`src/design/sacm_pkg.sv`:
```
// Shared types, codes and helpers for the set-associative cache model.
// Used by every module of the block; depends on nothing else.
package sacm_pkg;

   localparam int WAY_IDX_W  = 4;
   localparam int CNT_W      = 32;
   localparam int MOVE_BYTES = 8;
   localparam int CSR_IDX_W  = 3;
   localparam int CSR_DATA_W = 4;
   localparam logic [15:0] LFSR_SEED = 16'hACE1;

   typedef enum logic [1:0] {
      KIND_READ  = 2'd0,
      KIND_WRITE = 2'd1,
      KIND_FLUSH = 2'd2,
      KIND_NOP   = 2'd3
   } kind_type;

   typedef enum logic [1:0] {
      POL_LRU    = 2'd0,
      POL_FIFO   = 2'd1,
      POL_RANDOM = 2'd2,
      POL_LFU    = 2'd3
   } policy_type;

   typedef enum logic [CSR_IDX_W-1:0] {
      CSR_LINE_LOG2  = 3'd0,
      CSR_SET_BITS   = 3'd1,
      CSR_WAYS       = 3'd2,
      CSR_POLICY     = 3'd3,
      CSR_WRITE_BACK = 3'd4
   } csr_index_type;

   typedef enum logic [3:0] {
      ST_CLEAR,
      ST_IDLE,
      ST_META_RD,
      ST_SCAN,
      ST_DIVREM,
      ST_UPDATE,
      ST_DATA_RD,
      ST_FL_RD,
      ST_FL_WR,
      ST_RESP
   } state_type;

   typedef struct packed {
      logic             valid;
      logic             dirty;
      logic [CNT_W-1:0] tag;
      logic [CNT_W-1:0] stamp;
      logic [CNT_W-1:0] uses;
   } meta_entry_type;

   typedef struct packed {
      logic                 found;
      logic [WAY_IDX_W-1:0] hit_way;
      logic                 inv_found;
      logic [WAY_IDX_W-1:0] inv_way;
      logic [WAY_IDX_W-1:0] lru_way;
      logic [WAY_IDX_W-1:0] lfu_way;
   } scan_res_type;

   function automatic logic [CNT_W-1:0] sat_inc(input logic [CNT_W-1:0] v);
      sat_inc = (v == '1) ? v : v + 1'b1;
   endfunction

endpackage

```
`src/design/sacm_divrem.sv`:
```
// Bit-serial remainder unit: 32-bit dividend modulo a small way count.
// Depends on sacm_pkg.
module sacm_divrem import sacm_pkg::*; (
   input  logic                 clock,
   input  logic                 reset,
   input  logic                 start,
   input  logic [CNT_W-1:0]     dividend,
   input  logic [WAY_IDX_W-1:0] divisor,
   output logic                 done,
   output logic [WAY_IDX_W-1:0] rem
);

   localparam int STEP_W = $clog2(CNT_W);

   logic                 busy_ff, busy_in;
   logic                 done_ff, done_in;
   logic [STEP_W-1:0]    step_ff, step_in;
   logic [CNT_W-1:0]     shift_ff, shift_in;
   logic [WAY_IDX_W-1:0] rem_ff, rem_in;
   logic [WAY_IDX_W:0]   trial;

   always_comb begin
      busy_in  = busy_ff;
      done_in  = 1'b0;
      step_in  = step_ff;
      shift_in = shift_ff;
      rem_in   = rem_ff;
      trial    = {rem_ff, shift_ff[CNT_W-1]};
      if (start) begin
         busy_in  = 1'b1;
         step_in  = '0;
         shift_in = dividend;
         rem_in   = '0;
      end else if (busy_ff) begin
         if (trial >= {1'b0, divisor}) begin
            trial = trial - {1'b0, divisor};
         end
         rem_in   = trial[WAY_IDX_W-1:0];
         shift_in = shift_ff << 1;
         step_in  = step_ff + 1'b1;
         if (step_ff == STEP_W'(CNT_W - 1)) begin
            busy_in = 1'b0;
            done_in = 1'b1;
         end
      end
   end

   always_ff @(posedge clock) begin
      if (reset) begin
         busy_ff <= 1'b0;
         done_ff <= 1'b0;
      end else begin
         busy_ff <= busy_in;
         done_ff <= done_in;
      end
   end

   always_ff @(posedge clock) begin
      step_ff  <= step_in;
      shift_ff <= shift_in;
      rem_ff   <= rem_in;
   end

   assign done = done_ff;
   assign rem  = rem_ff;

endmodule

```
`config.mk`:
```
export PLATFORM = sky130hd
export DESIGN_NAME = sacm_divrem
export DESIGN_NICKNAME = d
export VERILOG_FILES = /design/src/design/sacm_pkg.sv /design/src/design/sacm_divrem.sv
export SDC_FILE = /design/constraint.sdc
export NUM_CORES = 1
export LEC_CHECK = 0
export BUFFER_PORTS_ARGS = -buffer_cell sky130_fd_sc_hd__clkbuf_2
export CAP_MARGIN = 20
export CORE_UTILIZATION = 45
export DETAILED_ROUTE_END_ITERATION = 10
export PLACE_DENSITY_LB_ADDON = 0.3
export REMOVE_ABC_BUFFERS = 1
export SLEW_MARGIN = 10
export SYNTH_ARGS = -nofsm -noshare
export SYNTH_HDL_FRONTEND = slang
export SYNTH_SLANG_ARGS = --single-unit
```
`constraint.sdc`:
```
create_clock -name clock -period 2.9 [get_ports clock]
set_clock_uncertainty 0.05 [all_clocks]
set_input_delay 0.435 -clock clock [delete_from_list [all_inputs] [get_ports clock]]
set_output_delay 0.435 -clock clock [all_outputs]
set_load 0.05 [all_outputs]
```
; ---- Word-level counts from Yosys, hierarchy flattened
; Index checks and enable logic that the tools add are counted.
[op_classes]
n_eq_ne = 1
magnitude_cmp = 1
n_mux = 7
n_reduce_logical = 2
addsub = 2
bitwise = 1
[ops]
columns = operator, count
row1 = $mux W32, 2
row2 = $add A5 B1 Y5 const B, 1
row3 = $eq A5 B5 Y1 const B, 1
row4 = $ge A5 B4 Y1, 1
row5 = $mux W1, 4
row6 = $mux W4, 1
row7 = $sub A4 B4 Y4, 1
row8 = $reduce_or A3 Y1, 1
row9 = $reduce_bool A2 Y1, 1
row10 = $not A1 Y1, 1
[totals]
regBits = 43
elab_cells = 19
in_bits = 39

; ---- Longest topological paths before layout
; Gate-level depths: netlist (run 1).
[logic_depth]
word_depth = 4
depth_mapped = 7
ltp_nobuf = 7

; ---- Worst setup path before layout (run 1)
; No wires, ideal clock.
[synth_path]
kind = input to register
start = input start
end = register shift_ff[0], enable pin
arrival_time_ps = 1779
path_slack_ps = 680
path_stages = 3
path_cell_list = clkbuf_1 clkbuf_1 or2_1
[synth_via]
elab_chain_len = 1
[synth_rtl]
columns = item, line_no
row1 = "start, declared", sacm_divrem.sv:6  ; input logic start,
row2 = $reduce_bool A2 Y1 (no line), -
row3 = "end signal, assigned", sacm_divrem.sv:60  ; shift_ff <= shift_in;
row4 = "end, declared", sacm_divrem.sv:18  ; logic [CNT_W-1:0] shift_ff, shift_in;
; Every way passes these cells.
; A chain may end at the register's enable or synchronous reset.

; ---- Worst setup path in the final report (run 1)
[layout_path]
start = register shift_ff[31]
end = register rem_ff[0] (netlist: rem[0])
[layout_via]
elab_chain_len = 2
[layout_rtl]
columns = item, line_no
row1 = $sub A4 B4 Y4 / $ge A5 B4 Y1 (equally long branches), "sacm_divrem.sv:36, sacm_divrem.sv:35"
row2 = $mux W4 *, sacm_divrem.sv:35  ; if (trial >= {1'b0, divisor}) begin
row3 = "end signal, assigned", sacm_divrem.sv:61  ; rem_ff <= rem_in;
row4 = "end, declared", sacm_divrem.sv:19  ; logic [WAY_IDX_W-1:0] rem_ff, rem_in;
; Mark *: on every way between the ends. The rest lies on a longest branch, timed or not.

==> results_dict.tcl, run 1 <==
set metrics [dict create \
    end_kind "register" \
    r2r-start "shift_ff[31]$_DFFE_PP_" \
    async_reset_ff_frac 0 \
    cts_root_buffer "clkbuf_8" \
    critical_path_class "register to register" \
    cts_resized 0 \
    rows 24 \
    setup_violations 0 \
    post_cts_buffers 0 \
    die_h_um 69.0 \
    hold_start "reset" \
    final_nets 241 \
    cts_made_buffers 5 \
    r2r_slack_ps 1040 \
    p_leak_uw 0.00101 \
    cts_tree "built" \
    finalHoldViolCount 0 \
    clk_path_buf_depth 2 \
    synth_edf_count 32 \
    fin_tns_setup_ps 0 \
    fp.dieArea_mm2 0.00477 \
    maxSlewHeadroom 0.588 \
    drc 0 \
    first_global_vias 1397 \
    status "completed" \
    vias_per_cell 5.25 \
    worstHoldPathCells 2 \
    ant_nets 0 \
    synth_cells 150 \
    syn_area_mm2 0.00202 \
    drive_gt1_frac 0.413 \
    core_area_mm2 0.00432 \
    yosysSeqAreaShare 0.584 \
    ctsHoldBuffers 0 \
    reg2reg_to "rem[0]$_SDFFE_PP0P_" \
    die_w_um 69.0 \
    io_buffer_count 43 \
    ys_top_cells_by_area "edfxtp_1 (48%), mux2_2 (14%), dfxtp_1 (11%)" \
    n_antenna_cell 0 \
    yosysTopAreaCell "edfxtp_1" \
    place_hpwl_um 2480 \
    gp_congestion 0.886 \
    initialDrtViolationCount 110 \
    vias 1303 \
    ios 44 \
    synth_cell_type_count 38 \
    period_needed_ps 1860 \
    area_delta_synth_final_pct 19.2 \
    tritoncts_num_sinks 43 \
    p_total_uw 1440 \
    hold_class "input port to register" \
    layout_commonest_cell "clkbuf_2" \
    yosys_warnings 0 \
    worstRegToRegCells 6 \
    rsz0062_at_grt "no" \
    htreeDepth 2 \
    grt.total_usage 0.157 \
    powerDensity_mw_per_mm2 599 \
    clk_pin_slew_ps 90 \
    wl_um 3560 \
    ys_ff_latch 43 \
    synth_top_area_frac 0.475 \
    initial_utilization 0.468 \
    cap_violations 0 \
    startpoint_type "register" \
    hold_path_end "busy_ff$_SDFF_PP0_" \
    grt_pass1_wl_um 5930 \
    worst_slew_pin_slew_ps 617 \
    ys.flop_type "edfxtp_1" \
    clk_latency_ps 290 \
    postSynthAreaPerCell_um2 13.5 \
    crit_fanout 3 \
    worst_ep_arrival_time_ps 2010 \
    antenna_found_initial 0 \
    layout.cells.most_common_list "clkbuf_2 (43), edfxtp_1 (32), mux2_2 (26)" \
    fin_crit_sh 0.642 \
    grt-ovfl-total 0 \
    fmax_mhz 537 \
    grt_start_max_net_pins 33 \
    firstDrtPassIters 4 \
    ir_drop_mv 0.407 \
    critPathRequiredTime_ps 3050 \
    final-max-slew-violation-count 0 \
    avgRoutedWirePerCell_um 14.4 \
]
[stage by stage]
step | hold slack, ps | worst slack [ps] | util | cell area [um2] | std cells
final | 256 | 1040 | 0.558 | 2410 | 248
after global routing | 252 | 951 | 0.558 | 2410 | 248
after CTS | 247 | 1080 | 0.558 | 2410 | 248
after detailed placement | 445 | 952 | 0.529 | 2290 | 240
after global placement | 436 | 1040 | 0.529 | 2290 | 240
after floorplan | 417 | 1030 | - | 1990 | 143
[routing by layer]
layer  vias to the layer above  wire, um  global-route usage
met3                         5       247              0.0541
met2                        39      1720               0.271
met1                       617      1550               0.175
li1                        642         -                   -
met5                         -         0                   0
met4                         0        46              0.0703
[registers in the layout (all words and copies together), names as in the netlist]
signal,cells
step_ff,5
rem,4
shift_ff,32
done,1
busy_ff,1
[cell type report]
class | count | area (um2)
Fill cell | 387 | 1910
Sequential cell | 43 | 1180
Multi-Input combinational cell | 91 | 776
Timing Repair Buffer | 45 | 230
Clock buffer | 7 | 119
Tap cell | 52 | 65.1
Inverter | 9 | 33.8
Clock inverter | 1 | 6.26
[worst max path at each step]
stage          slack (ps)             endpoint  cells after the start                   start
2_1_floorplan        1030  rem[1]$_SDFFE_PP0P_                      5     rem[0]$_SDFFE_PP0P_
3_3_place_gp         1040  rem[1]$_SDFFE_PP0P_                      6              divisor[0]
3_5_place_dp          950  rem[0]$_SDFFE_PP0P_                      6              divisor[0]
4_1_cts              1080  rem[0]$_SDFFE_PP0P_                      6  shift_ff[31]$_DFFE_PP_
5_1_grt               950  rem[2]$_SDFFE_PP0P_                      7  shift_ff[31]$_DFFE_PP_
6_report             1040  rem[0]$_SDFFE_PP0P_                      6  shift_ff[31]$_DFFE_PP_
[kinds of logic after synthesis]
family,share of synthesized area
buf+inv,0.0322
flops,0.584
simple gates,0.0885
mux,0.183
fa+ha+maj,0.0470
xor+xnor,0.0130
compound gates,0.0526
[power by group]
group | switching (uW) | internal [uW] | total, uW
logic | 111 | 100 | 211
clock network | 201 | 275 | 476
registers | 28.0 | 729 | 757
[synthesized netlist by cell type, types with 2 or more instances]
cell type / number
nor3_1: 2
mux2_2: 26
clkbuf_1: 3
nand2_1: 2
buf_2: 4
nand3_1: 2
mux2i_1: 2
nor4_1: 2
ha_1: 6
edfxtp_1: 32
mux2_1: 5
o211ai_1: 2
nor2_1: 11
xor2_1: 2
a311oi_1: 2
inv_1: 9
nand3b_1: 3
dfxtp_1: 11
a21oi_1: 4
and2_1: 2
[critical path, cell delays in order (launching register included)]
cell and delay, ps:
edfxtp_1 420, inv_1 70, ha_1 240, or3b_1 430
a21oi_2 190, o211ai_1 100, a311oi_1 270
Power figures use the tool's default switching activity.
==> inputs of run 2 (changes only) <==
--- a/config.mk
+++ b/config.mk
@@ -5,6 +5,7 @@
 export SDC_FILE = /design/constraint.sdc
 export NUM_CORES = 1
 export LEC_CHECK = 0
+export ABC_AREA = 1
 export BUFFER_PORTS_ARGS = -buffer_cell sky130_fd_sc_hd__clkbuf_2
 export CAP_MARGIN = 20
 export CORE_UTILIZATION = 45
==> constraint.sdc (replaced) <==
create_clock -name clock -period 1.86 [get_ports clock]
set_clock_uncertainty 0.05 [all_clocks]
set_input_delay 0.279 -clock clock [delete_from_list [all_inputs] [get_ports clock]]
set_output_delay 0.279 -clock clock [all_outputs]
set_load 0.05 [all_outputs]
==> run 2 against run 1 <==
Compared with the run above: die area fell by 0.48%; area after synthesis fell by 0.50%; clock power rose by 15%; critical path type unchanged.
==> results_dict.tcl, run 2 <==
set metrics [dict create \
    crit_slowest_cell "fa_1" \
    ir_drop_mv 0.561 \
    worst_slew_pin_slew_ps 324 \
    final_nets 315 \
    postSynthAreaPerCell_um2 9.06 \
    cts_tree "built" \
    maxSlewHeadroom 0.784 \
    crit_fanout 2 \
    worstRegToRegCells 8 \
    end_kind "register" \
    hold_start "reset" \
    final-max-slew-violation-count 0 \
    clk_path_buf_depth 2 \
    stdcell_area_mm2 0.00237 \
    critical_path_class "register to register" \
    async_reset_ff_frac 0 \
    cp.depth 8 \
    powerDensity_mw_per_mm2 870 \
    grt_start_max_net_pins 31 \
    postPlaceCellArea_mm2 0.00230 \
    yosysTopAreaCell "edfxtp_1" \
    ys_ff_latch 43 \
    rsz0062_at_grt "no" \
    fmax_mhz 642 \
    post_cts_buffers 0 \
    setup_violations 0 \
    syn_area_mm2 0.00201 \
    crit_chain "inv_1 > ha_1 > inv_1 > fa_1 > xnor2_1 > nand2_1 > nand3_1 > nand2_1" \
    avgRoutedWirePerCell_um 11.2 \
    fp.dieArea_mm2 0.00474 \
    cts_resized 0 \
    area_delta_synth_final_pct 18.0 \
    cts_root_buffer "clkbuf_8" \
    status "completed" \
    worst_ep_arrival_time_ps 1700 \
    drive_gt1_frac 0.234 \
    layout_commonest_cell "nand2_1" \
    period_needed_ps 1560 \
    ios 44 \
    r2r_slack_ps 300 \
    grt.total_usage 0.173 \
    reg2reg_to "rem[2]$_SDFFE_PP0P_" \
    yosysSeqAreaShare 0.587 \
    r2r-start "shift_ff[31]$_DFFE_PP_" \
    finalHoldViolCount 0 \
    grt-ovfl-total 0 \
    vias 1511 \
    ys_top_cells_by_area "edfxtp_1 (48%), nand2_1 (21%), dfxtp_1 (11%)" \
    regMostFlops "shift_ff" \
    hold_class "input port to register" \
    layout.cells.most_common_list "nand2_1 (115), clkbuf_2 (43), edfxtp_1 (32)" \
    synth_edf_count 32 \
    die_w_um 68.9 \
    place_hpwl_um 2560 \
    first_global_vias 1362 \
    hold_path_end "busy_ff$_SDFF_PP0_" \
    die_h_um 68.9 \
    largest_reg_flops 32 \
    p_leak_uw 0.00122 \
    drc 0 \
    cts_made_buffers 5 \
    grt_pass1_wl_um 5820 \
    synth_top_area_frac 0.478 \
    tritoncts_num_sinks 43 \
    finish.utilization 0.573 \
    fin_crit_sh 0.838 \
    initial_utilization 0.486 \
    worstHoldPathCells 2 \
    clk_pin_slew_ps 70 \
    cap_violations 0 \
    cp_top_family "adder cells" \
    rows 23 \
    initialDrtViolationCount 74 \
    ant_nets 0 \
    wl_um 3560 \
    fin_tns_setup_ps 0 \
    antenna_found_initial 0 \
    ctsHoldBuffers 0 \
    synth_cell_type_count 24 \
    synth_cells 222 \
    yosys_warnings 0 \
    ys.flop_type "edfxtp_1" \
    yosysMostFrequentCell "nand2_1" \
    crit_buf_inv 2 \
    n_antenna_cell 0 \
    firstDrtPassIters 6 \
    htreeDepth 2 \
    whs_ps 120 \
    vias_per_cell 4.74 \
    clk_latency_ps 290 \
    gp_congestion 0.744 \
    cpPeakStageDelay_ps 380 \
    critPathRequiredTime_ps 2000 \
    startpoint_type "register" \
    io_buffer_count 43 \
    core_area_mm2 0.00414 \
    synth_common_cells "nand2_1 (115), edfxtp_1 (32), inv_1 (16), dfxtp_1 (11), nand3_1 (10)" \
]
## run 2: cell count changes after synthesis, sizes merged, moves of 3 or more
cell    previous run  this run
a21oi              5         2
buf                4         7
clkbuf             3         0
inv                9        18
mux2              31         0
nand2              2       120
nand3              2        10
nand3b             3         0
nor2              12         4
## run 2: cell type report
cell class                 count  area (um2)
timing repair buffer          47         258
inverter                      19        71.3
fill                         400        1770
tap                           50        62.6
sequential                    43        1180
clock inverter                 2        8.76
clock buffer                   5        68.8
multi-input combinational    153         724
## run 2: report_power, final
part / leakage, uW / switching [uW] / total, uW / internal (uW)
Combinational: 0.000757 / 213 / 347 / 133
Clock: 0.0000414 / 296 / 546 / 250
Sequential: 0.000419 / 38.9 / 1170 / 1140
Total: 0.00122 / 549 / 2070 / 1520
## run 2: logic make-up (layout without fill, tap and decap cells)
group	after synthesis	count (layout)	share of synthesized area
AO/OA/AOI/OAI	8	8	0.0274
XOR/XNOR	1	1	0.00435
adder cells (fa/ha/maj)	7	7	0.0473
buffers and inverters	26	73	0.0529
flip-flops	43	43	0.587
AND/OR/NAND/NOR	137	137	0.281
## run 2: worst max path at each step
stage / startpoint / slack [ps] / end
after global routing: shift_ff[31]$_DFFE_PP_ / 150 / rem[2]$_SDFFE_PP0P_
after global placement: shift_ff[31]$_DFFE_PP_ / 360 / rem[2]$_SDFFE_PP0P_
final: shift_ff[31]$_DFFE_PP_ / 300 / rem[2]$_SDFFE_PP0P_
after floorplan: rem[1]$_SDFFE_PP0P_ / 150 / rem[0]$_SDFFE_PP0P_
after CTS: shift_ff[31]$_DFFE_PP_ / 300 / rem[2]$_SDFFE_PP0P_
after detailed placement: shift_ff[31]$_DFFE_PP_ / 310 / rem[2]$_SDFFE_PP0P_
## run 2: metrics by stage
step                      power [uW]  setup WS (ps)  cells
final                           2070            302    319
after global routing            2180            150    319
after CTS                       2090            299    319
after detailed placement        1550            313    312
after global placement          1530            360    312
after floorplan                 1420            152    215
## run 2: metal layers
layer,global-route usage,wire (um),up-vias
li1,-,-,799
met1,0.220,1710,671
met2,0.268,1620,35
met3,0.0559,164,6
met4,0.0791,65,0
met5,0,0,-
