--- config.mk ---
export PLATFORM = sky130hd
export DESIGN_NAME = sacm_scan
export DESIGN_NICKNAME = d
export VERILOG_FILES = /design/src/design/sacm_pkg.sv /design/src/design/sacm_scan.sv
export SDC_FILE = /design/constraint.sdc
export NUM_CORES = 1
export LEC_CHECK = 0
export BUFFER_PORTS_ARGS = -buffer_cell sky130_fd_sc_hd__buf_2
export CAP_MARGIN = 20
export CORE_MARGIN = 1.5
export CORE_UTILIZATION = 43
export DETAILED_ROUTE_END_ITERATION = 8
export PLACE_DENSITY = 0.69
export SLEW_MARGIN = 20
export SYNTH_ARGS = -nofsm -noshare
export SYNTH_HDL_FRONTEND = slang
export SYNTH_SLANG_ARGS = --single-unit
export TNS_END_PERCENT = 30
--- constraint.sdc ---
create_clock -name clock -period 11.8 [get_ports clock]
set_clock_uncertainty 0.15 [all_clocks]
set_input_delay 2.36 -clock clock [delete_from_list [all_inputs] [get_ports clock]]
set_output_delay 2.36 -clock clock [all_outputs]
set_load 0.005 [all_outputs]
--- src/design/sacm_pkg.sv ---
// Shared types, codes and helpers for the set-associative cache model.
// Used by every module of the block; depends on nothing else.
package sacm_pkg;

   localparam int WAY_IDX_W  = 4;
   localparam int CNT_W      = 32;
   localparam int MOVE_BYTES = 8;
   localparam int CSR_IDX_W  = 3;
   localparam int CSR_DATA_W = 4;
   localparam logic [15:0] LFSR_SEED = 16'hACE1;

   typedef enum logic [1:0] {
      KIND_READ  = 2'd0,
      KIND_WRITE = 2'd1,
      KIND_FLUSH = 2'd2,
      KIND_NOP   = 2'd3
   } kind_type;

   typedef enum logic [1:0] {
      POL_LRU    = 2'd0,
      POL_FIFO   = 2'd1,
      POL_RANDOM = 2'd2,
      POL_LFU    = 2'd3
   } policy_type;

   typedef enum logic [CSR_IDX_W-1:0] {
      CSR_LINE_LOG2  = 3'd0,
      CSR_SET_BITS   = 3'd1,
      CSR_WAYS       = 3'd2,
      CSR_POLICY     = 3'd3,
      CSR_WRITE_BACK = 3'd4
   } csr_index_type;

   typedef enum logic [3:0] {
      ST_CLEAR,
      ST_IDLE,
      ST_META_RD,
      ST_SCAN,
      ST_DIVREM,
      ST_UPDATE,
      ST_DATA_RD,
      ST_FL_RD,
      ST_FL_WR,
      ST_RESP
   } state_type;

   typedef struct packed {
      logic             valid;
      logic             dirty;
      logic [CNT_W-1:0] tag;
      logic [CNT_W-1:0] stamp;
      logic [CNT_W-1:0] uses;
   } meta_entry_type;

   typedef struct packed {
      logic                 found;
      logic [WAY_IDX_W-1:0] hit_way;
      logic                 inv_found;
      logic [WAY_IDX_W-1:0] inv_way;
      logic [WAY_IDX_W-1:0] lru_way;
      logic [WAY_IDX_W-1:0] lfu_way;
   } scan_res_type;

   function automatic logic [CNT_W-1:0] sat_inc(input logic [CNT_W-1:0] v);
      sat_inc = (v == '1) ? v : v + 1'b1;
   endfunction

endpackage

--- src/design/sacm_scan.sv ---
// Way scanner: one shared tag/stamp/use comparator stepped over the ways of a set.
// Depends on sacm_pkg.
module sacm_scan import sacm_pkg::*; (
   input  logic                 clock,
   input  logic                 reset,
   input  logic                 start,
   input  logic [WAY_IDX_W-1:0] nw,
   input  logic [CNT_W-1:0]     tag,
   input  meta_entry_type       entry,
   output logic [WAY_IDX_W-1:0] way,
   output logic                 done,
   output scan_res_type         res
);

   logic                 busy_ff, busy_in;
   logic                 done_ff, done_in;
   logic [WAY_IDX_W-1:0] way_ff, way_in;
   scan_res_type         res_ff, res_in;
   logic [CNT_W-1:0]     stamp_ff, stamp_in;
   logic [CNT_W-1:0]     uses_ff, uses_in;

   always_comb begin
      busy_in  = busy_ff;
      done_in  = 1'b0;
      way_in   = way_ff;
      res_in   = res_ff;
      stamp_in = stamp_ff;
      uses_in  = uses_ff;
      if (start) begin
         busy_in = 1'b1;
         way_in  = '0;
         res_in  = '0;
      end else if (busy_ff) begin
         if (entry.valid && entry.tag == tag && !res_ff.found) begin
            res_in.found   = 1'b1;
            res_in.hit_way = way_ff;
         end
         if (!entry.valid && !res_ff.inv_found) begin
            res_in.inv_found = 1'b1;
            res_in.inv_way   = way_ff;
         end
         // strict less-than keeps the lowest way on ties
         if (way_ff == '0 || entry.stamp < stamp_ff) begin
            stamp_in       = entry.stamp;
            res_in.lru_way = way_ff;
         end
         if (way_ff == '0 || entry.uses < uses_ff) begin
            uses_in        = entry.uses;
            res_in.lfu_way = way_ff;
         end
         if (way_ff == nw - 1'b1) begin
            busy_in = 1'b0;
            done_in = 1'b1;
         end else begin
            way_in = way_ff + 1'b1;
         end
      end
   end

   always_ff @(posedge clock) begin
      if (reset) begin
         busy_ff <= 1'b0;
         done_ff <= 1'b0;
      end else begin
         busy_ff <= busy_in;
         done_ff <= done_in;
      end
   end

   always_ff @(posedge clock) begin
      way_ff   <= way_in;
      res_ff   <= res_in;
      stamp_ff <= stamp_in;
      uses_ff  <= uses_in;
   end

   assign way  = way_ff;
   assign done = done_ff;
   assign res  = res_ff;

endmodule

; ---- After elaboration in Yosys (flattened, before gate mapping)
; Index checks and enable logic that the tools add are counted.
[classes]
n_shift = 0
addsub = 2
mux = 4
reduce_logical = 17
n_mul = 0
n_eq_ne = 2
bitwise = 3
n_div = 0
n_lt_le_gt_ge = 2
[op_table]
columns = op, n
row1 = $lt A32 B32 Y1, 2
row2 = $eq A32 B32 Y1, 1
row3 = $reduce_and A2 Y1, 5
row4 = $reduce_and A3 Y1, 2
row5 = $add A4 B1 Y4 const B, 1
row6 = $eq A4 B4 Y1, 1
row7 = $logic_not A4 Y1, 1
row8 = $mux W1, 4
row9 = $sub A4 B1 Y4 const B, 1
row10 = $logic_and A1 B1 Y1, 3
row11 = $logic_not A1 Y1, 3
row12 = $not A1 Y1, 3
row13 = $reduce_or A3 Y1, 1
row14 = $logic_or A1 B1 Y1, 2
[word_totals]
latchBits = 0
register_bits = 88
out_inout_bits = 23
word_cells = 41
mem_bits_ro = 0
n_memories = 0
ramBits = 0

; ---- Logic depth before layout (Yosys ltp)
; Gate-level depths: netlist of run 1.
[depth]
ltp_word = 5
mapped_depth = 10
ltp_nobuf = 8

; ---- Least setup slack after synthesis of run 1
; OpenSTA, ideal clock, no wires.
[synth_path]
path_type = input to register
start = in entry[59] (netlist bit)
end = reg stamp_ff[0] (enable)
stages = 6
n_path_buf = 0
arrival_ns = 6.425
setup_slack_ns = 4.723
path_cell_list = ha_1 -> a21oi_1 -> o21ai_0 -> a211oi_1 -> nor3_1 -> nor4_1
[synth_via]
elab_chain_cells = 3
[synth_lines]
columns = element, line_no
row1 = from (decl), sacm_scan.sv:9  ; input meta_entry_type entry,
row2 = $lt A32 B32 Y1, sacm_scan.sv:43  ; if (way_ff == '0 || entry.stamp < stamp_ff) begin
row3 = $logic_or A1 B1 Y1, sacm_scan.sv:43
row4 = $reduce_and A3 Y1 (no line), -
row5 = to (signal assigned), sacm_scan.sv:73  ; stamp_ff <= stamp_in;
row6 = to (decl), sacm_scan.sv:19  ; logic [CNT_W-1:0] stamp_ff, stamp_in;
; Every way passes these cells.
; A chain may end at the register's enable or synchronous reset.

; ---- Worst setup path in the final report of run 1
[layout_path]
start = in entry[46] (netlist bit)
end = reg stamp_ff[6] (enable)
; Same word-level chain as after synthesis.

==> summary.md, run 1 <==
| Metric | Value |
|---|---|
| Total clock sinks | `88` |
| Achievable frequency | `between 200 and 250 MHz` |
| Post-synth top area share | `approximately two fifths` |
| Number of antenna violations at the first check in global routing | `0` |
| Count of filler cells inserted in the layout | `about 960` |
| Crit Path Category | `in -> reg` |
| Combinational family with the most area after synthesis | `adder cells` |
| Slew HR | `between 40 and 50%` |
| Highest cell delay on the worst timing path | `roughly 0.53 ns` |
| Placement Setup Slack | `between 7 and 8 ns` |
| Worst path cell trace | `buf_2 > ha_1 > nand4_1 > nor3_1 > or4b_1 > a31oi_4 > nor4_2 > buf_4` |
| Power per cell area | `114 nW/µm²` |
| Max-slew violation total from the final report | `0` |
| Commonest non-fill, non-tap cell in the layout | `buf_2` |
| Flip-flop and latch count after synthesis | `88` |
| Endpoint kind of the worst setup timing path | `register` |
| Cts repair resizes | `0` |
| Net Count, Synth | `645` |
| Wire length reported by the detailed router | `roughly 11000 µm` |
| Area of the core region | `around 11000 µm²` |
| Setup TNS Final | `0 ns` |
| Worst hold path stage count | `2` |
| Critical Path AT | `around 4.3 ns` |
| Fraction of the yosys area taken by sequential cells | `between 40% and 50%` |
| Number of DRC markers in iteration 0 | `157` |
| Final Net Count | `810` |
| Mean cell area of the mapped netlist | `between 10 and 15 µm²` |
| Half-perimeter wire length of the detailed placement result | `8690 µm` |
| Status | `completed` |
| Wire length per cell | `around 14 µm` |
| First-pass GRT wire length | `between 15000 and 20000 µm` |
| Final design utilization | `55.6%` |
| Total chip power | `0.702 mW` |
| Number of buffers inserted by hold repair at cts | `0` |
| Post-route minimum period | `4.43 ns` |
| Global placement routability congestion | `0.796` |
| Highest fanout seen on the critical path | `32` |
| Total grt overflow | `0` |
| Total Routing Usage GR | `about 18%` |
| Die boundary width | `~110 µm` |
| Total number of vias | `~3.7k` |
| Peak ir drop on the vdd network | `about 0.070 mV` |
| Static leakage | `2.91 nW` |
| Post-synthesis simple-gate area fraction | `11.5%` |
| Layout-stage area growth over the synthesis result | `24.2%` |
| Drc violations | `0` |
| Total non-filler cell area in the finished layout | `a little over 6000 µm²` |
| # H-tree levels | `3` |
| Diodes inserted | `0` |
| Core Rows | `38` |
| Final worst path period share | `between 30% and 40%` |
| Post-synthesis cell type with the largest combined area | `edfxtp_1` |
| Worst-case clock buffer depth | `2` |
| Critical-path top delay cell | `or4b_1` |
| Detail Route Antenna Nets | `0` |
| Height of the die | `around 110 µm` |
| Slew at the pin closest to its max-slew limit | `slightly above 0.8 ns` |
| Setup Fix Bufs, Post-CTS | `0` |
| Clock transition at path regs | `around 0.060 ns` |
| Gate count of the mapped netlist | `around 440` |
| Die Footprint | `12100 µm²` |
| Max cap viols | `0` |
| Share of final-layout standard cells stronger than drive strength 1 | `29.8%` |
| Clock network latency to the later pin of the worst-skew pair | `about 0.33 ns` |
| Yosys Warn Count | `0` |
| Number of global-route vias before repair | `between 3k and 4k` |
| Share of synthesized cell area in full adder, half adder and majority cells | `16.5%` |
| CTS Buf Count | `9` |
| XOR/XNOR Fraction of Synth Area | `under 10%` |
| WP data required | `11.70 ns` |
| TritonCTS clock tree | `done` |
| Placement-stage cell area | `5890 µm²` |
| Setup crit start kind | `input port` |
| Hold Vio Cnt, Final | `0` |
| Final setup fails | `0` |
| Cell area after synthesis | `4940 µm²` |
| Cell types with the largest area share after synthesis | `edfxtp_1 (39%), ha_1 (16%), dfxtp_1 (9.7%)` |
| Compound-Gate Fraction of Synth Area | `under 10%` |
| Multiplexer share of the synthesized area | `~3.2%` |
| Number of port buffers | `between 150 and 200` |
| Length of the first detailed-routing pass in iterations | `4` |
| Post-route worst setup slack | `approximately 7.4 ns` |
| Count of distinct cell types in the synthesized netlist | `37` |
| Maximum number of pins on one net before global-route repair | `33` |
| Hold WC Path Type | `reg -> reg` |
| Most frequent cells in the layout | `buf_2 (158), inv_1 (69), ha_1 (65)` |
| Starting Density | `44.8%` |
| I/O Pins | `160` |
| Cell at the root of the clock tree | `clkbuf_16` |
| RSZ-0062 raised after global routing | `false` |
| Via density per instance | `~4.9` |
| Path depth of the worst reg2reg path | `8` |
[area by class of cell]
cell class,count,area (µm²),share of cell area (%)
Timing Repair Buffer,161,813,13.3
Clock inverter,3,12.5,0.204
Clock buffer,10,229,3.73
Multi-Input combinational cell,278,2240,36.5
Inverter,70,263,4.28
Sequential cell,88,2400,39.2
Tap cell,140,175,2.86
[routing by layer]
layer | wire [µm] | global-route usage [%] | vias to the layer above | share of wire, %
li1 | - | - | 1878 | -
met1 | 4790 | 22.9 | 1728 | 45
met2 | 5200 | 29.3 | 86 | 49
met3 | 526 | 3.88 | 13 | 4.9
met4 | 153 | 5.95 | 0 | 1.4
met5 | 0 | 0 | - | 0
[per-stage QoR]
step	hold slack (ns)	std cells
after floorplan	0.301	443
after global placement	0.296	737
after detailed placement	0.305	737
after CTS	0.317	750
after global routing	0.321	750
final	0.312	750
[state kept, by name, summed over array words and instances (netlist names)]
| signal | flops |
|---|---|
| busy_ff | 1 |
| done | 1 |
| stamp_ff | 32 |
| way | 4 |
| res | 18 |
| uses_ff | 32 |
[power breakdown]
| group | internal, mW | switching [mW] | leakage (nW) |
|---|---|---|---|
| logic | 0.0506 | 0.0560 | 2.01 |
| registers | 0.346 | 0.00558 | 0.785 |
| clock network | 0.137 | 0.107 | 0.119 |
| total | 0.534 | 0.168 | 2.91 |
[Yosys cell counts]
master / instances
o21a_1: 4
a21oi_1: 30
nor3_1: 8
a31oi_4: 1
a2111oi_2: 1
nand2_1: 29
a21o_1: 2
a2bb2oi_1: 2
or4_4: 2
nor3b_4: 1
nor2_1: 22
nor2b_1: 2
mux2i_1: 16
or4_1: 2
a2111oi_0: 1
xnor2_1: 9
a211oi_1: 2
nand2b_1: 1
or4b_1: 2
o21ai_0: 7
dfxtp_1: 24
a31oi_1: 2
edfxtp_1: 64
xor2_1: 32
or2_0: 1
inv_1: 69
nand2b_4: 1
inv_2: 1
nand3_1: 6
nor4_4: 2
nor4_1: 8
ha_1: 65
clkbuf_1: 4
or2_1: 1
nand4_1: 15
o21ai_1: 1
buf_6: 3
[final timing paths]
check        slack [ns]                    end                 from
max                7.37  stamp_ff[6]$_DFFE_PP_            entry[46]
max reg2reg        8.91    res[0]$_SDFFE_PP0P_  way[0]$_SDFFE_PP0P_
min                0.31    res[3]$_SDFFE_PP0P_  res[3]$_SDFFE_PP0P_
min reg2reg        0.31    res[3]$_SDFFE_PP0P_  res[3]$_SDFFE_PP0P_
[worst max-delay path, delay by kind of cell]
family | cells | cell delay, ns
buf+inv | 2 | 0.40
compound gates | 1 | 0.25
fa+ha+maj | 1 | 0.31
simple gates | 4 | 1.00
[kinds of logic after synthesis]
logic type / count (synthesis)
AND/OR/NAND/NOR: 103
XOR/XNOR: 41
multiplexers: 16
flip-flops: 88
buffers and inverters: 77
AO/OA/AOI/OAI: 53
adder cells (fa/ha/maj): 65
Power figures use the tool's default switching activity.
==> run 2, diff against run 1 <==
Settings changed: ABC_AREA set to 1, PLACE_DENSITY 0.69 to 0.71.
Clock period 11.8 ns to 3.8 ns, I/O delays scaled along.
==> run 2 against run 1 <==
  * Synthesized cell count rose by 40%
  * Flip-flop and latch count did not move
  * Non-clock buffer count shrank 1
  * Via count increased by 20%
  * Die area grew 7.4%
  * Sequential power grew to 3.1 times the previous value
  * Largest cell class is now multi-input gates
==> summary.md, run 2 <==
| Metric | Value |
|---|---|
| Status | `completed` |
| Max-slew violation total from the final report | `0 (unchanged)` |
| Routed met3 length | `668 µm (+27%)` |
| Max cap viols | `0 (unchanged)` |
| Length of the first detailed-routing pass in iterations | `4 (unchanged)` |
| Total number of vias | `4441 (+20%)` |
| Library cell appearing most often on the critical path | `nand2_1` |
| Total non-filler cell area in the finished layout | `6600 µm² (+7.6%)` |
| Drc violations | `0 (unchanged)` |
| Clock Power Share | `38.5% (+3.8 points)` |
| Detailed-routed wire length on met2 | `5740 µm (+10%)` |
| Hold WC Path Type | `reg -> reg` |
| First-pass GRT wire length | `18400 µm (+12%)` |
| Placement-stage cell area | `6290 µm² (+6.7%)` |
| Fraction of the yosys area taken by sequential cells | `45.2% (-3.4 points)` |
| Layout-stage area growth over the synthesis result | `24.2% (about the same)` |
| Count of distinct cell types in the synthesized netlist | `33 (-11%)` |
| CTS Buf Count | `9 (unchanged)` |
| Total grt overflow | `0 (unchanged)` |
| Peak ir drop on the vdd network | `0.181 mV (+160%)` |
| Number of buffers inserted by hold repair at cts | `0 (unchanged)` |
| WP data required | `3.63 ns (-8.07 ns)` |
| Die Footprint | `13000 µm² (+7.4%)` |
| Combinational share of power | `15.8% (+0.6 points)` |
| Clock transition at path regs | `0.06 ns (about the same)` |
| Post-route minimum period | `roughly 2.7 ns` |
| Number of global-route vias before repair | `4139 (+15%)` |
| Hold Vio Cnt, Final | `0 (unchanged)` |
| Met1 Wirelength | `5020 µm (+4.8%)` |
| Share of final-layout standard cells stronger than drive strength 1 | `24.2% (-5.6 points)` |
| Asr flop ratio synth | `0% (unchanged)` |
| Final setup fails | `0 (unchanged)` |
| I/O Pins | `160 (unchanged)` |
| Setup TNS Final | `0 ns (unchanged)` |
| Crit Path Category | `in -> reg` |
| Cell area after synthesis | `5320 µm² (+7.6%)` |
| Total Routing Usage GR | `18.2% (+0.53 points)` |
| Core Rows | `40 (+5.3%)` |
| Mean cell area of the mapped netlist | `8.60 µm² (-23%)` |
| TritonCTS clock tree | `done` |
| Gate count of the mapped netlist | `618 (+40%)` |
| Part of the total power dissipated in sequential elements | `45.7% (-4.4 points)` |
| Total clock sinks | `88 (unchanged)` |
| Net Count, Synth | `820 (+27%)` |
| Maximum number of pins on one net before global-route repair | `33 (unchanged)` |
| RSZ-0062 raised after global routing | `false` |
| Critical-path top delay cell | `buf_4` |
| Cell types with the largest area share after synthesis | `edfxtp_1 (36%), ha_1 (15%), dfxtp_1 (9.0%)` |
| Most repeated cell in the gate-level netlist after synthesis | `inv_1` |
| Highest cell delay on the worst timing path | `0.38 ns (-0.15 ns)` |
| Count of filler cells inserted in the layout | `1153 (+20%)` |
| Diodes inserted | `0 (unchanged)` |
| Setup Fix Bufs, Post-CTS | `0 (unchanged)` |
| Switching power summed over all nets | `0.591 mW (+250%)` |
| Slew at the pin closest to its max-slew limit | `0.515 ns (-0.312 ns)` |
| Wire length per cell | `12.4 µm (-13%)` |
| Highest fanout seen on the critical path | `32 (unchanged)` |
| Top flip-flop cell by instance count after synthesis | `edfxtp_1` |
| Static leakage | `3.49 nW (+20%)` |
| # H-tree levels | `3 (unchanged)` |
| Slew HR | `65.4% (+21 points)` |
| Number of DRC markers in iteration 0 | `163 (+3.8%)` |
| Most frequent cells in the layout | `buf_2 (158), inv_1 (127), nand2_1 (121)` |
| Via density per instance | `4.73 (-4.3%)` |
| Top layer used by detailed routing | `met5` |
| Top cell types by occurrence after synthesis | `inv_1 (127), nand2_1 (121), ha_1 (65), edfxtp_1 (64), nor2_1 (56)` |
| Starting Density | `44.3% (-0.54 points)` |
| Die boundary width | `114 µm (+3.6%)` |
| Endpoint kind of the worst setup timing path | `register` |
| Final non-filler cell total | `939 (+25%)` |
| Critical Path AT | `2.57 ns (-1.75 ns)` |
| Achievable frequency | `365 MHz` |
| Number of port buffers | `158 (unchanged)` |
| Area used by sequential logic in the layout | `2400 µm² (unchanged)` |
| Post-synth top area share | `36.2% (-2.7 points)` |
| Number of enable flip-flop cells after synthesis | `64 (unchanged)` |
| Clock network latency to the later pin of the worst-skew pair | `0.33 ns (about the same)` |
| Global placement routability congestion | `0.827 (+3.9%)` |
| Total chip power | `2.41 mW (+240%)` |
| Power per cell area | `365 nW/µm² (+220%)` |
| Area of the core region | `12000 µm² (+8.9%)` |
| Cts repair resizes | `0 (unchanged)` |
| Worst-case clock buffer depth | `2 (unchanged)` |
| Final worst path period share | `a little over 70%` |
| Setup crit start kind | `input port` |
| Number of antenna violations at the first check in global routing | `1 (+1)` |
| Final Net Count | `989 (+22%)` |
| Height of the die | `114 µm (+3.6%)` |
| Commonest non-fill, non-tap cell in the layout | `buf_2` |
| Switching part of the total power | `24.5% (+0.52 points)` |
| Wire length reported by the detailed router | `11700 µm (+9.4%)` |
| Flip-flop and latch count after synthesis | `88 (unchanged)` |
| Half-perimeter wire length of the detailed placement result | `9480 µm (+9.1%)` |
| Yosys Warn Count | `0 (unchanged)` |
| Area of the multi-input gates | `2400 µm² (+7.3%)` |
| Detail Route Antenna Nets | `0 (unchanged)` |
| Inst Count DP | `923 (+25%)` |
| Cell at the root of the clock tree | `clkbuf_16` |
| Internal | `1.82 mW (+240%)` |
| Worst path cell trace | `buf_2 > ha_1 > a21oi_1 > nor2_1 > nor3_1 > nand2_1 > nand2_1 > nand2_1 > nand2_1 > nand2_1 > nand2_1 > nand2_1 > inv_1 > buf_4` |
| Post-synthesis cell type with the largest combined area | `edfxtp_1` |
## run 2: path summary, 6_finish.rpt
kind / slack [ns] / startpoint / cells after the start / endpoint
worst min-delay path: 0.31 / res[15]$_SDFFE_PP0P_ / 2 / res[15]$_SDFFE_PP0P_
worst max-delay path: 1.06 / entry[5] / 14 / uses_ff[29]$_DFFE_PP_
worst min register to register: 0.31 / res[15]$_SDFFE_PP0P_ / 2 / res[15]$_SDFFE_PP0P_
worst max register to register: 1.26 / stamp_ff[5]$_DFFE_PP_ / 14 / stamp_ff[21]$_DFFE_PP_
## run 2: logic make-up after synthesis
kind of cell / count (synthesis) / share of synthesized area [%]
AO/OA/AOI/OAI: 64 / 6.29
AND/OR/NAND/NOR: 251 / 20.8
XOR/XNOR: 17 / 2.80
flip-flops: 88 / 45.2
adder cells (fa/ha/maj): 65 / 15.3
buffers and inverters: 133 / 9.58
## run 2: final cells by class
type | count | share of cell area (%)
Inverter | 131 | 7.49
Sequential cell | 88 | 36.4
Multi-Input combinational cell | 397 | 36.4
Clock inverter | 6 | 1.25
Tap cell | 147 | 2.79
Clock buffer | 10 | 3.47
Timing Repair Buffer | 160 | 12.2
## run 2: worst max-delay path, delay by kind of cell
kind	cells	cell delay, ns
adder cells (fa/ha/maj)	1	0.30
AO/OA/AOI/OAI	1	0.13
AND/OR/NAND/NOR	9	0.80
buffers and inverters	3	0.56
## run 2: metrics by stage
stage / setup slack (ns) / utilization [%] / hold WS (ns)
final: 1.06 / 55.0 / 0.314
after global routing: 0.836 / 55.0 / 0.341
after CTS: 1.06 / 55.0 / 0.320
after detailed placement: 0.714 / 52.4 / 0.304
after global placement: 0.720 / 52.4 / 0.298
after floorplan: 0.800 / - / 0.315
## run 2: routing by layer
layer | GRT usage, % | vias to the layer above
li1 | - | 2357
met1 | 20.8 | 1937
met2 | 33.3 | 129
met3 | 4.08 | 16
met4 | 6.67 | 2
met5 | 0 | -
## run 2: power groups by stage
stage / sequential [mW] / clock [mW] / combinational, mW
after floorplan: 1.12 / 0 / 0.219
after global placement: 1.12 / 0 / 0.377
after detailed placement: 1.12 / 0 / 0.385
after CTS: 1.10 / 0.958 / 0.388
after global routing: 1.11 / 0.990 / 0.441
final: 1.10 / 0.929 / 0.382
==> run 3, diff against run 2 <==
Settings changed: ABC_AREA 1 to 0, PLACE_DENSITY 0.71 to 0.72.
Clock period 3.8 ns to 2.28 ns, I/O delays scaled along.
==> run 3 against run 2 <==
  * The flow now finishes with violations (setup timing)
  * Clock power increased by 64%
  * Setup slack got worse by 1.3 ns
  * Critical path type is now reg -> reg
  * Cell count decreased by 16%
  * Die area decreased by 6.9%
  * Critical path depth decreased by 5
  * Count of clock-buffer cells in the layout increased by 3
  * Core utilization increased by 8.1 points
==> summary.md, run 3 (synthesized netlist as in run 1, its figures left out) <==
| Metric | Value |
|---|---|
| Setup crit start kind | `register` |
| Number of DRC markers in iteration 0 | `151 (-7.4%)` |
| Maximum number of pins on one net before global-route repair | `16 (-52%)` |
| Most frequent cells in the layout | `buf_2 (158), edfxtp_1 (64), inv_1 (62)` |
| Setup TNS Final | `-12.87 ns (-12.87 ns)` |
| Slew at the pin closest to its max-slew limit | `0.668 ns (+0.152 ns)` |
| Crit Path Category | `reg -> reg` |
| Peak ir drop on the vdd network | `0.503 mV (+180%)` |
| Commonest non-fill, non-tap cell in the layout | `buf_2` |
| Post-route worst setup slack | `-0.275 ns (-1.34 ns)` |
| Global placement routability congestion | `0.807 (-2.5%)` |
| WP data required | `2.23 ns (-1.40 ns)` |
| Area of the core region | `11000 µm² (-8.2%)` |
| RSZ-0062 raised after global routing | `true` |
| Highest fanout seen on the critical path | `5 (-84%)` |
| Power per cell area | `585 nW/µm² (+60%)` |
| Wire length per cell | `15.6 µm (+26%)` |
| Static leakage | `3.20 nW (-8.2%)` |
| Core Rows | `38 (-5.0%)` |
| # H-tree levels | `3 (unchanged)` |
| Worst setup path start | `stamp_ff[15]$_DFFE_PP_` |
| Total clock sinks | `88 (unchanged)` |
| I/O Pins | `160 (unchanged)` |
| Max cap viols | `0 (unchanged)` |
| Hold slack final | `0.145 ns (-0.170 ns)` |
| Number of port buffers | `158 (unchanged)` |
| Wire length reported by the detailed router | `12400 µm (+6.0%)` |
| Cell at the root of the clock tree | `clkbuf_16` |
| Total Routing Usage GR | `20.4% (+2.2 points)` |
| CTS Buf Count | `9 (unchanged)` |
| Total grt overflow | `0 (unchanged)` |
| Diodes inserted | `0 (unchanged)` |
| Endpoint of the worst register-to-register path | `stamp_ff[0]$_DFFE_PP_` |
| TritonCTS clock tree | `done` |
| Worst-case clock buffer depth | `2 (unchanged)` |
| Number of buffers inserted by hold repair at cts | `0 (unchanged)` |
| Clock network latency to the later pin of the worst-skew pair | `0.34 ns (about the same)` |
| Final worst path period share | `112%` |
| Path depth of the worst reg2reg path | `9 (-5)` |
| Violations in the final reports | `setup timing` |
| Drc violations | `0 (unchanged)` |
| Die Footprint | `12100 µm² (-6.9%)` |
| Starting Density | `44.8% (+0.54 points)` |
| Total chip power | `4.07 mW (+69%)` |
| Die boundary width | `110 µm (-3.5%)` |
| Height of the die | `110 µm (-3.5%)` |
| Placement Setup Slack | `-0.509 ns (-1.22 ns)` |
| Final Net Count | `850 (-14%)` |
| Flop-to-flop setup slack | `-0.27 ns (-1.53 ns)` |
| Number of antenna violations at the first check in global routing | `0 (-1)` |
| Final setup fails | `72 (+72)` |
| Via density per instance | `5.04 (+6.5%)` |
| Clock transition at path regs | `0.07 ns (about the same)` |
| Hold WC Path Type | `in -> reg` |
| Status | `complete, but fails checks` |
| Worst reg2reg path startpoint | `stamp_ff[15]$_DFFE_PP_` |
| Hold Vio Cnt, Final | `0 (unchanged)` |
| Slew HR | `55.1% (-10 points)` |
| Detail Route Antenna Nets | `0 (unchanged)` |
| Number of global-route vias before repair | `4105 (-0.82%)` |
| Max-slew violation total from the final report | `0 (unchanged)` |
| Destination of the critical timing path | `stamp_ff[0]$_DFFE_PP_` |
| Share of final-layout standard cells stronger than drive strength 1 | `41.5% (+17 points)` |
| Layout-stage area growth over the synthesis result | `40.7%` |
| First-pass GRT wire length | `18700 µm (+1.6%)` |
| Half-perimeter wire length of the detailed placement result | `9280 µm (-2.1%)` |
| Total number of vias | `3993 (-10%)` |
| Post-route minimum period | `between 2 and 3 ns` |
| Endpoint kind of the worst setup timing path | `register` |
| Achievable frequency | `391 MHz` |
| Length of the first detailed-routing pass in iterations | `7 (+3)` |
| Critical Path AT | `2.51 ns (-0.06 ns)` |
-- run 3: cell count changes in the layout (fill, tap and decap cells not counted), sizes merged, moves of 6 or more --
cell,before,now
a21oi,38,30
buf,160,198
clkbuf,10,16
inv,131,70
mux2i,0,16
nand2,122,29
nand3,24,6
nor2,58,22
nor3,19,8
nor4,3,10
o21ai,21,8
or2,9,2
xor2,12,32
-- run 3: critical path, cell delays in order, from the launching register on --
cell       delay (ns)
edfxtp_1         0.37
inv_2            0.06
ha_4             0.26
nand4_1          0.17
nor3_2           0.19
or4b_4           0.51
a31oi_4          0.21
nor4_4           0.08
buf_6            0.16
clkbuf_16        0.15
-- run 3: timing repair --
item / in CTS / in global routing
buffers inserted: 5 / 6
endpoints found under the hold margin: 0 / 0
gates resized for setup: 35 / 11
endpoints found under the setup margin: 72 / 74
cloned: 1 / 3
pin swaps: 16 / 7
-- run 3: metal layers --
| metal | wire (µm) | part of all wire [%] | global-route usage [%] |
|---|---|---|---|
| met1 | 5140 | 42 | 23.9 |
| met2 | 6270 | 51 | 36.3 |
| met3 | 694 | 5.6 | 4.35 |
| met4 | 267 | 2.2 | 8.15 |
| met5 | 0 | 0 | 0 |
-- run 3: through the flow --
stage          area [µm²]  std cells  utilization [%]
3_5_place_dp         6260        765             56.7
4_1_cts              6780        784             61.5
5_1_grt              6950        793             63.0
2_1_floorplan        5060        443                -
6_report             6950        793             63.0
3_3_place_gp         6260        765             56.7
-- run 3: final cells by class --
class                   count  area, µm²
clock buffers              13        293
clock inverters             3       21.3
fillers                   876       4080
inverters                  70        263
multi-input cells         278       2570
flip-flops and latches     88       2400
well taps                 140        175
repair buffers            201       1220
-- run 3: worst min-delay path by stage --
stage	end	startpoint	depth (start not counted)
2_1_floorplan	res[4]$_SDFFE_PP0P_	res[4]$_SDFFE_PP0P_	2
3_3_place_gp	res[7]$_SDFFE_PP0P_	res[7]$_SDFFE_PP0P_	2
3_5_place_dp	res[6]$_SDFFE_PP0P_	res[6]$_SDFFE_PP0P_	2
4_1_cts	busy_ff$_SDFF_PP0_	reset	2
5_1_grt	busy_ff$_SDFF_PP0_	reset	2
6_report	busy_ff$_SDFF_PP0_	reset	2
-- run 3: power by group --
part	internal, mW	switching [mW]	total, mW
clock network	0.903	0.616	1.52
registers	1.79	0.0211	1.81
logic	0.371	0.368	0.739
